## src/erm_pkg.sv

```systemverilog
// erm_pkg: shared types and codes for the event routing matrix
// opcode and register-index codes, request and response payload structs
// no dependencies
`default_nettype none

package erm_pkg;

   typedef enum logic [1:0] {
      OP_READ  = 2'd0,
      OP_WRITE = 2'd1,
      OP_EVENT = 2'd2,
      OP_NOP   = 2'd3
   } opcode_type;

   typedef enum logic [1:0] {
      CSR_STROBE_ADDR  = 2'd0,
      CSR_CHANNEL_BASE = 2'd1,
      CSR_USER_BASE    = 2'd2,
      CSR_UNUSED       = 2'd3
   } csr_index_type;

   localparam int unsigned ADDR_W    = 16;
   localparam int unsigned DATA_W    = 8;
   localparam int unsigned SHOW_CHAN = 8;
   localparam int unsigned SHOW_USER = 16;

   typedef struct packed {
      logic [1:0]        opcode;
      logic [ADDR_W-1:0] bus_addr;
      logic [DATA_W-1:0] write_data;
      logic [7:0]        generator;
      logic              event_level;
   } req_type;

   typedef struct packed {
      logic [DATA_W-1:0]    read_data;
      logic [SHOW_USER-1:0] notify_mask;
      logic                 notify_level;
      logic                 notify_pulse;
      logic [SHOW_CHAN-1:0] channel_levels;
      logic [SHOW_USER-1:0] user_levels;
   } rsp_type;

endpackage

`default_nettype wire

```

## src/erm_if.sv

```systemverilog
// erm_req_if / erm_rsp_if: valid-ready channels of the event routing matrix
// request channel carries bus accesses and events, response channel the results
`default_nettype none

interface erm_req_if;
   logic        valid;
   logic        ready;
   logic [1:0]  opcode;
   logic [15:0] bus_addr;
   logic [7:0]  write_data;
   logic [7:0]  generator;
   logic        event_level;

   modport source (output valid, output opcode, output bus_addr, output write_data,
                   output generator, output event_level, input ready);
   modport sink   (input valid, input opcode, input bus_addr, input write_data,
                   input generator, input event_level, output ready);
endinterface

interface erm_rsp_if;
   logic        valid;
   logic        ready;
   logic [7:0]  read_data;
   logic [15:0] notify_mask;
   logic        notify_level;
   logic        notify_pulse;
   logic [7:0]  channel_levels;
   logic [15:0] user_levels;

   modport source (output valid, output read_data, output notify_mask, output notify_level,
                   output notify_pulse, output channel_levels, output user_levels,
                   input ready);
   modport sink   (input valid, input read_data, input notify_mask, input notify_level,
                   input notify_pulse, input channel_levels, input user_levels,
                   output ready);
endinterface

`default_nettype wire

```

## src/event_routing_matrix_core.sv

```systemverilog
// event_routing_matrix_core: top level of the event routing matrix
// request register, erm_datapath, response register and address registers
// depends on erm_pkg, erm_if.sv and erm_datapath
//
// usage:
//   req_chan carries one request per handshake: a register read, a register
//   write or a generator event. rsp_chan returns exactly one response per
//   request, in order, with read data, the users notified and the channel and
//   user levels after the request has taken effect.
//   the csr_ port sets the strobe address and the two window base addresses;
//   write it only while no request is in flight.
//   path: an accepted request is held in the request register, evaluated
//   combinationally, and its response is captured in the response register.
//   throughput: one request per cycle; the request register and the response
//   register form a two-deep pipeline around a single combinational pass.
//   a stalled response holds its register; the request register keeps taking
//   one more request, after which req_chan.ready drops until rsp_chan moves.
//   reset: synchronous, clears every select, the strobe register, all channel
//   levels and the address registers, and empties both pipeline registers.
`default_nettype none

module event_routing_matrix_core
   import erm_pkg::*;
#(
   parameter int NUM_CHANNELS = 8,
   parameter int NUM_USERS    = 16
) (
   input  wire logic              clock,
   input  wire logic              reset,
   erm_req_if.sink                req_chan,
   erm_rsp_if.source              rsp_chan,
   input  wire logic              csr_we,
   input  wire logic [1:0]        csr_index,
   input  wire logic [ADDR_W-1:0] csr_wdata
);

   logic [ADDR_W-1:0] strobe_addr_ff, channel_base_ff, user_base_ff;
   logic              req_vld_ff, req_vld_in;
   req_type           req_item_ff, req_item_in;
   logic              rsp_vld_ff, rsp_vld_in;
   rsp_type           rsp_item_ff, rsp_item_in;
   logic              out_ready, step;

   always_ff @(posedge clock) begin
      if (reset) begin
         strobe_addr_ff  <= '0;
         channel_base_ff <= '0;
         user_base_ff    <= '0;
      end else if (csr_we) begin
         case (csr_index_type'(csr_index))
            CSR_STROBE_ADDR:  strobe_addr_ff  <= csr_wdata;
            CSR_CHANNEL_BASE: channel_base_ff <= csr_wdata;
            CSR_USER_BASE:    user_base_ff    <= csr_wdata;
            default: ;
         endcase
      end
   end

   assign out_ready      = !rsp_vld_ff || rsp_chan.ready;
   assign req_chan.ready = !req_vld_ff || out_ready;
   assign step           = req_vld_ff && out_ready;

   assign req_vld_in = req_chan.ready ? req_chan.valid : req_vld_ff;
   assign rsp_vld_in = out_ready ? req_vld_ff : rsp_vld_ff;

   always_comb begin
      req_item_in.opcode      = req_chan.opcode;
      req_item_in.bus_addr    = req_chan.bus_addr;
      req_item_in.write_data  = req_chan.write_data;
      req_item_in.generator   = req_chan.generator;
      req_item_in.event_level = req_chan.event_level;
   end

   erm_datapath #(
      .NUM_CHANNELS (NUM_CHANNELS),
      .NUM_USERS    (NUM_USERS)
   ) u_datapath (
      .clock        (clock),
      .reset        (reset),
      .step         (step),
      .req_item     (req_item_ff),
      .strobe_addr  (strobe_addr_ff),
      .channel_base (channel_base_ff),
      .user_base    (user_base_ff),
      .rsp_item     (rsp_item_in)
   );

   always_ff @(posedge clock) begin
      if (reset) begin
         req_vld_ff <= 1'b0;
         rsp_vld_ff <= 1'b0;
      end else begin
         req_vld_ff <= req_vld_in;
         rsp_vld_ff <= rsp_vld_in;
      end
   end

   always_ff @(posedge clock) begin
      if (req_chan.valid && req_chan.ready) begin
         req_item_ff <= req_item_in;
      end
      if (step) begin
         rsp_item_ff <= rsp_item_in;
      end
   end

   assign rsp_chan.valid          = rsp_vld_ff;
   assign rsp_chan.read_data      = rsp_item_ff.read_data;
   assign rsp_chan.notify_mask    = rsp_item_ff.notify_mask;
   assign rsp_chan.notify_level   = rsp_item_ff.notify_level;
   assign rsp_chan.notify_pulse   = rsp_item_ff.notify_pulse;
   assign rsp_chan.channel_levels = rsp_item_ff.channel_levels;
   assign rsp_chan.user_levels    = rsp_item_ff.user_levels;

`ifndef SYNTHESIS
   // both pipeline registers come out of reset empty
   assert property (@(posedge clock)
      reset |=> !rsp_vld_ff && !req_vld_ff)
      else $error("pipeline not empty after reset");

   // request side only stalls when both stages hold a request
   assert property (@(posedge clock) disable iff (reset)
      !req_chan.ready |-> req_vld_ff && rsp_vld_ff && !rsp_chan.ready)
      else $error("request stall without a full pipeline");

   // a notification flag needs at least one notified user
   assert property (@(posedge clock) disable iff (reset)
      rsp_vld_ff && rsp_item_ff.notify_mask == '0 |->
         !rsp_item_ff.notify_pulse && !rsp_item_ff.notify_level)
      else $error("notification flag with empty mask");

   // a stalled request in the first stage moves on as soon as the response leaves
   assert property (@(posedge clock) disable iff (reset)
      req_vld_ff && rsp_vld_ff && rsp_chan.ready |=> rsp_vld_ff)
      else $error("request lost between stages");
`endif

endmodule

`default_nettype wire

```

## src/erm_datapath.sv

```systemverilog
// erm_datapath: routing register file and single-pass request evaluation
// holds strobe, channel selects, user selects and channel levels; uses erm_pkg
`default_nettype none

module erm_datapath
   import erm_pkg::*;
#(
   parameter int NUM_CHANNELS = 8,
   parameter int NUM_USERS    = 16
) (
   input  wire logic              clock,
   input  wire logic              reset,
   input  wire logic              step,
   input  wire req_type           req_item,
   input  wire logic [ADDR_W-1:0] strobe_addr,
   input  wire logic [ADDR_W-1:0] channel_base,
   input  wire logic [ADDR_W-1:0] user_base,
   output rsp_type                rsp_item
);

   localparam int CW    = (NUM_CHANNELS > 1) ? $clog2(NUM_CHANNELS) : 1;
   localparam int UW    = (NUM_USERS > 1) ? $clog2(NUM_USERS) : 1;
   localparam int SHOWN = (NUM_USERS < SHOW_USER) ? NUM_USERS : SHOW_USER;

   logic [DATA_W-1:0]                    strobe_ff, strobe_in;
   logic [NUM_CHANNELS-1:0][DATA_W-1:0]  gen_sel_ff, gen_sel_in;
   logic [NUM_USERS-1:0][DATA_W-1:0]     user_sel_ff, user_sel_in;
   logic [NUM_CHANNELS-1:0]              level_ff, level_in;

   logic                    strobe_match, chan_win, user_win;
   logic [ADDR_W-1:0]       chan_off, user_off;
   logic [NUM_CHANNELS-1:0] chan_hit;
   logic                    strobe_wr, event_go;

   // windows are compared in 17 bits so they never wrap past the top address
   assign strobe_match = (req_item.bus_addr == strobe_addr);
   assign chan_win = ({1'b0, req_item.bus_addr} >= {1'b0, channel_base}) &&
                     ({1'b0, req_item.bus_addr} <
                      ({1'b0, channel_base} + (ADDR_W+1)'(NUM_CHANNELS)));
   assign user_win = ({1'b0, req_item.bus_addr} >= {1'b0, user_base}) &&
                     ({1'b0, req_item.bus_addr} <
                      ({1'b0, user_base} + (ADDR_W+1)'(NUM_USERS)));
   assign chan_off = req_item.bus_addr - channel_base;
   assign user_off = req_item.bus_addr - user_base;

   always_comb begin
      strobe_in   = strobe_ff;
      gen_sel_in  = gen_sel_ff;
      user_sel_in = user_sel_ff;
      level_in    = level_ff;
      chan_hit    = '0;
      strobe_wr   = 1'b0;
      event_go    = 1'b0;
      rsp_item    = '0;

      case (opcode_type'(req_item.opcode))
         OP_READ: begin
            if (strobe_match) begin
               rsp_item.read_data = strobe_ff;
            end else if (chan_win) begin
               rsp_item.read_data = gen_sel_ff[chan_off[CW-1:0]];
            end else if (user_win) begin
               rsp_item.read_data = user_sel_ff[user_off[UW-1:0]];
            end
         end
         OP_WRITE: begin
            if (strobe_match) begin
               strobe_in = req_item.write_data;
               strobe_wr = 1'b1;
               for (int c = 0; c < NUM_CHANNELS; c++) begin
                  chan_hit[c] = req_item.write_data[c];
               end
            end else if (chan_win) begin
               gen_sel_in[chan_off[CW-1:0]] = req_item.write_data;
            end else if (user_win) begin
               user_sel_in[user_off[UW-1:0]] = req_item.write_data;
            end
         end
         OP_EVENT: begin
            if (req_item.generator != '0) begin
               event_go = 1'b1;
               for (int c = 0; c < NUM_CHANNELS; c++) begin
                  if (gen_sel_ff[c] == req_item.generator) begin
                     chan_hit[c] = 1'b1;
                     level_in[c] = req_item.event_level;
                  end
               end
            end
         end
         default: ;
      endcase

      // user selects are 1-based, so user u follows channel c when its select is c+1
      for (int u = 0; u < SHOWN; u++) begin
         for (int c = 0; c < NUM_CHANNELS; c++) begin
            if (user_sel_ff[u] == DATA_W'(c + 1) && chan_hit[c]) begin
               rsp_item.notify_mask[u] = 1'b1;
            end
            if (user_sel_in[u] == DATA_W'(c + 1) && level_in[c]) begin
               rsp_item.user_levels[u] = 1'b1;
            end
         end
      end

      rsp_item.notify_pulse = strobe_wr && (rsp_item.notify_mask != '0);
      rsp_item.notify_level = event_go && (rsp_item.notify_mask != '0) &&
                              req_item.event_level;
      rsp_item.channel_levels[NUM_CHANNELS-1:0] = level_in;
   end

   always_ff @(posedge clock) begin
      if (reset) begin
         strobe_ff   <= '0;
         gen_sel_ff  <= '0;
         user_sel_ff <= '0;
         level_ff    <= '0;
      end else if (step) begin
         strobe_ff   <= strobe_in;
         gen_sel_ff  <= gen_sel_in;
         user_sel_ff <= user_sel_in;
         level_ff    <= level_in;
      end
   end

`ifndef SYNTHESIS
   // a strobe pulse never changes a channel level
   assert property (@(posedge clock) disable iff (reset)
      step && strobe_wr |-> level_in == level_ff)
      else $error("strobe write changed channel levels");

   // an idle cycle leaves the channel levels and the strobe register untouched
   assert property (@(posedge clock) disable iff (reset)
      !step |=> $stable(level_ff) && $stable(strobe_ff))
      else $error("state changed without a request");

   // pulse and event notification are exclusive
   assert property (@(posedge clock) disable iff (reset)
      !(rsp_item.notify_pulse && rsp_item.notify_level))
      else $error("pulse and level notification at once");
`endif

endmodule

`default_nettype wire

```

## src/flat_wrapper.sv

```systemverilog
// flat-port wrapper written by rule: the top's interface ports become plain ports
module event_routing_matrix_core_flat import erm_pkg::*;
#(
   parameter int NUM_CHANNELS = 8,
   parameter int NUM_USERS    = 16
)
  (clock, reset, csr_we, csr_index, csr_wdata, req_chan_valid, req_chan_opcode, req_chan_bus_addr, req_chan_write_data, req_chan_generator, req_chan_event_level, req_chan_ready, rsp_chan_valid, rsp_chan_read_data, rsp_chan_notify_mask, rsp_chan_notify_level, rsp_chan_notify_pulse, rsp_chan_channel_levels, rsp_chan_user_levels, rsp_chan_ready);
  erm_req_if req_chan_i ();
  erm_rsp_if rsp_chan_i ();
  input  wire logic clock;
  input  wire logic reset;
  input  wire logic csr_we;
  input  wire logic [1:0] csr_index;
  input  wire logic [ADDR_W-1:0] csr_wdata;
  input wire logic [$bits(req_chan_i.valid)-1:0] req_chan_valid;
  input wire logic [$bits(req_chan_i.opcode)-1:0] req_chan_opcode;
  input wire logic [$bits(req_chan_i.bus_addr)-1:0] req_chan_bus_addr;
  input wire logic [$bits(req_chan_i.write_data)-1:0] req_chan_write_data;
  input wire logic [$bits(req_chan_i.generator)-1:0] req_chan_generator;
  input wire logic [$bits(req_chan_i.event_level)-1:0] req_chan_event_level;
  output wire logic [$bits(req_chan_i.ready)-1:0] req_chan_ready;
  output wire logic [$bits(rsp_chan_i.valid)-1:0] rsp_chan_valid;
  output wire logic [$bits(rsp_chan_i.read_data)-1:0] rsp_chan_read_data;
  output wire logic [$bits(rsp_chan_i.notify_mask)-1:0] rsp_chan_notify_mask;
  output wire logic [$bits(rsp_chan_i.notify_level)-1:0] rsp_chan_notify_level;
  output wire logic [$bits(rsp_chan_i.notify_pulse)-1:0] rsp_chan_notify_pulse;
  output wire logic [$bits(rsp_chan_i.channel_levels)-1:0] rsp_chan_channel_levels;
  output wire logic [$bits(rsp_chan_i.user_levels)-1:0] rsp_chan_user_levels;
  input wire logic [$bits(rsp_chan_i.ready)-1:0] rsp_chan_ready;
  assign req_chan_i.valid = req_chan_valid;
  assign req_chan_i.opcode = req_chan_opcode;
  assign req_chan_i.bus_addr = req_chan_bus_addr;
  assign req_chan_i.write_data = req_chan_write_data;
  assign req_chan_i.generator = req_chan_generator;
  assign req_chan_i.event_level = req_chan_event_level;
  assign req_chan_ready = req_chan_i.ready;
  assign rsp_chan_valid = rsp_chan_i.valid;
  assign rsp_chan_read_data = rsp_chan_i.read_data;
  assign rsp_chan_notify_mask = rsp_chan_i.notify_mask;
  assign rsp_chan_notify_level = rsp_chan_i.notify_level;
  assign rsp_chan_notify_pulse = rsp_chan_i.notify_pulse;
  assign rsp_chan_channel_levels = rsp_chan_i.channel_levels;
  assign rsp_chan_user_levels = rsp_chan_i.user_levels;
  assign rsp_chan_i.ready = rsp_chan_ready;
  event_routing_matrix_core #(.NUM_CHANNELS(NUM_CHANNELS), .NUM_USERS(NUM_USERS)) u_core (.clock(clock), .reset(reset), .req_chan(req_chan_i), .rsp_chan(rsp_chan_i), .csr_we(csr_we), .csr_index(csr_index), .csr_wdata(csr_wdata));
endmodule
```

## config.mk

```make
export PLATFORM = sky130hd
export DESIGN_NAME = event_routing_matrix_core_flat
export DESIGN_NICKNAME = d
export VERILOG_FILES = /design/src/erm_pkg.sv /design/src/erm_if.sv /design/src/event_routing_matrix_core.sv /design/src/erm_datapath.sv /design/src/flat_wrapper.sv
export SDC_FILE = /design/constraint.sdc
export NUM_CORES = 1
export LEC_CHECK = 0
export BUFFER_PORTS_ARGS = -buffer_cell sky130_fd_sc_hd__buf_2
export CAP_MARGIN = 10
export CORE_MARGIN = 1.5
export CORE_UTILIZATION = 46
export DETAILED_ROUTE_END_ITERATION = 16
export PLACE_DENSITY = 0.74
export SLEW_MARGIN = 5
export SYNTH_ARGS = -nofsm -noshare
export SYNTH_HDL_FRONTEND = slang
export SYNTH_SLANG_ARGS = --single-unit
```

## constraint.sdc

```tcl
create_clock -name clock -period 4.35 [get_ports clock]
set_input_delay 0.435 -clock clock [delete_from_list [all_inputs] [get_ports clock]]
set_output_delay 0.435 -clock clock [all_outputs]
set_load 0.01 [all_outputs]
```

==> flow_summary.toml <==
[layout]
syn_to_final_growth_pct = 14.4
final_area_sq_um = 24200
final_core_util_pct = 53.4
drive_gt1_share_pct = 16.2
final_nets = 2668

[floorplan]
die_w_um = 218
placement_rows = 78
initial_core_util_pct = 46.7
die_area_sq_um = 47300
io_pins = 110
die_h_um = 218
core_sq_um = 45400

[critical_path]
slowest_delay_ns = 0.37
r2r_cells = 19
crit_arrival_ns = 4.40
worstPathCellList = "and3_1 > and3_1 > and4_4 > nand2_1 > xnor2_1 > ha_1 > nand4_1 > nor3_1 > o31ai_1 > o2111ai_1 > a32oi_2 > buf_6 > buf_4 > nor4b_2 > buf_4 > mux2i_2 > mux2i_1 > a221oi_2 > a21oi_1"
start_kind = "flip-flop"
worstSetupPathType = "reg2reg"
r2r_slack_ns = 0.25
required_ns = 4.64
crit_fanout = 12
cp_top_family = "simple AND/OR/NAND/NOR gates"
worst-path-stages = 19
worst_path_max_delay_cell = "dfxtp_1"
crit_buf_inv = 3
cp-end-kind = "flip-flop"
r2r-end = "u_core.rsp_chan.user_levels[5]"
crit_start = "u_core.channel_base_ff[6]"
endpoint = "u_core.rsp_chan.user_levels[5]"
worst_r2r_startpoint = "u_core.channel_base_ff[6]"

[grt]
grt_overflow = 0
grt_max_degree = 127
grt_pass1_wl_um = 116000
antenna_found_initial = 3
grt_pass1_vias = 19000
grt.total_usage_pct = 32.1

[place]
post_dp_cell_area_sq_um = 22800
dp_hpwl_um = 54200
io_buffers = 109
gp_congestion = 1.06

[routing]
dr.pass1.iters = 6
wire_per_inst_um = 24.2
drc_errors = 0
post_drt_via_cell_ratio = 6.31
drt_wl_total_um = 76900
drt_iter0_drc = 2335
drtAntennaViolNets = 0
num_vias = 20100

[power_and_ir_drop]
p_leak_nw = 8.78
p_switching_mw = 2.10
sequentialPowerShare_pct = 43.7
clock_power_share_pct = 44.5
peakVddDrop_mv = 0.286
p_int_mw = 5.68
p_sw_share_pct = 27.0
combPwrFrac_pct = 11.9
powerDensity_nw_per_um2 = 321

[timing]
setup_viol = 0
slew_viol_final = 0
finalCriticalPeriod_ns = 4.10
worst-slew-pin-transition_ns = 1.23
relSlewSlack_pct = 17.8
whs_ns = 0.0374
clock_skew_ns = 0.0245
final.period_utilization_pct = 94.3
hold_viol = 0
clock.fmax_mhz = 244

[synthesis]
synth_flop_cell = "dfxtp_1"
synthDistinctLibCells = 86
syn_avg_cell_area_sq_um = 8.63
synth_fp_nets = 2577
synth_seq_cells = 343
ys_seq_area_share_pct = 36.5
netlist_area_sq_um = 21200
synth_edf_count = 85
netlist_instances = 2454
async_flop_share_pct = 0
yosys_warnings = 0

[clock_network]
max-clock-path-buffers = 3
clock_latency_ns = 0.58
clkTransAtPathRegs_ns = 0.06
root_buffer = "clkbuf_16"
cts_made_buffers = 39
cts_tree = "built"
htree_levels = 2
clock_sinks = 343

[worst_hold_path]
hold-path-cell-count = 1
min_from = "req_chan_write_data[0]"
hold_path_class = "in2reg"

[job]
maxCapViolCount = 0

[outcome]
outcome = "completed"
-- registers in the layout, indices dropped and copies added, names as in the netlist, 8 cells and up --
name,count
u_core.channel_base_ff,16
u_core.req_item_ff,35
u_core.rsp_chan.channel_levels,8
u_core.rsp_chan.notify_mask,16
u_core.rsp_chan.read_data,8
u_core.rsp_chan.user_levels,16
u_core.strobe_addr_ff,16
u_core.u_datapath.gen_sel_ff,64
u_core.u_datapath.level_ff,8
u_core.u_datapath.strobe_ff,8
u_core.u_datapath.user_sel_ff,128
u_core.user_base_ff,16
-- metrics by stage --
| step | TNS [ns] | worst slack (ns) | instances | power, mW |
|---|---|---|---|---|
| 2_1_floorplan | 0 | 0.390 | 2454 | 3.97 |
| 4_1_cts | 0 | 0.0590 | 3171 | 7.76 |
| 3_5_place_dp | 0 | 0.149 | 3099 | 4.34 |
| 6_report | 0 | 0.248 | 3177 | 7.78 |
| 5_1_grt | -0.0298 | -0.0230 | 3176 | 7.98 |
| 3_3_place_gp | 0 | 0.255 | 3099 | 4.32 |
-- routing by layer --
layer,track usage [%],part of all wire (%),wire [um],up-vias
met5,0,0.032,25,-
met4,15.9,5.4,4170,4
met3,7.29,11,8080,287
met2,49.2,43,33200,1217
met1,42.5,41,31400,9562
li1,-,-,-,8985
-- worst min path at each step --
stage / to / slack (ns)
finish: u_core.req_item_ff[9] / 0.04
global route: u_core.req_item_ff[23] / 0.02
CTS: u_core.req_item_ff[5] / 0.02
detailed placement: u_core.user_base_ff[2] / 0.46
global placement: u_core.user_base_ff[2] / 0.45
floorplan: u_core.channel_base_ff[1] / 0.44
-- cells in the final DEF (no fill, tap or decap), types with 8 or more instances in the layout --
master,netlist,final
nor4_1,15,12
mux2i_2,0,8
dfxtp_1,258,256
a31oi_1,14,14
or4_1,14,14
nor3_1,34,32
mux4_2,43,43
nand2b_1,34,33
mux2i_1,212,204
nor2b_1,22,22
a221oi_1,9,8
nor3b_1,10,10
nand2_1,346,346
a21boi_0,11,11
mux2_2,15,15
or3_1,12,11
o22ai_1,29,29
a21oi_1,223,222
o211ai_1,25,25
ha_1,63,61
nand4_1,43,43
nand3b_1,15,15
o21ai_0,58,57
a211oi_1,21,20
buf_4,2,121
edfxtp_1,85,85
nand3_1,98,98
xnor2_1,104,104
inv_1,69,69
clkbuf_16,0,40
a32oi_1,12,11
clkbuf_1,150,10
buf_2,17,108
o21a_1,8,8
nor2_1,218,216
a21o_1,11,11
-- Yosys cell counts (all sizes together), types with 10 or more instances --
master  count  area (sq um)
nand2     346          1300
dfxtp     258          5160
a21oi     223          1120
nor2      223           850
mux2i     212          2120
clkbuf    151           568
xnor2     104           911
nand3      98           490
edfxtp     85          2550
inv        70           263
ha         63           788
o21ai      61           317
mux4       43           968
nand4      43           269
nor3       39           220
buf        38           186
nand2b     34           213
o22ai      29           181
o211ai     25           188
nor2b      22           138
a211oi     21           158
nor4       19           161
or4        16           128
mux2       15           169
nand3b     15           113
a31oi      14          87.6
a32oi      13           121
a21boi     12          90.1
or3        12          75.1
a21o       11          82.6
nor3b      10          75.1
-- power by group through the flow --
stage / Clock (mW) / Combinational [mW] / Sequential (mW)
after CTS: 3.49 / 0.880 / 3.39
after global placement: 0 / 0.864 / 3.46
final: 3.46 / 0.924 / 3.40
after detailed placement: 0 / 0.877 / 3.46
after global routing: 3.61 / 0.977 / 3.40
after floorplan: 0 / 0.524 / 3.45
-- cell type report --
class	count	area, sq um
multi-input cells	1849	12500
clock buffers	53	1080
flip-flops and latches	343	7720
well taps	600	751
repair buffers	239	1610
clock inverters	19	239
fillers	4153	21200
inverters	73	277
diodes	1	2.50
-- kinds of logic after synthesis --
logic type / share of synthesized area (%)
AOI/OAI and AO/OA: 14.5
DFF: 36.5
xor gates and xnor gates: 4.43
muxes: 15.4
adders and majority gates: 3.91
and+or+nand+nor: 20.4
buffers and inverters: 4.86
-- repair_timing --
item | CTS | global route
hold endpoints to repair | 0 | 0
setup buffers | 0 | 5
resized for setup | 0 | 22
hold buffers | 0 | 0
endpoints found under the setup margin | 0 | 104
Note: power is estimated with default switching activity, not from simulation.
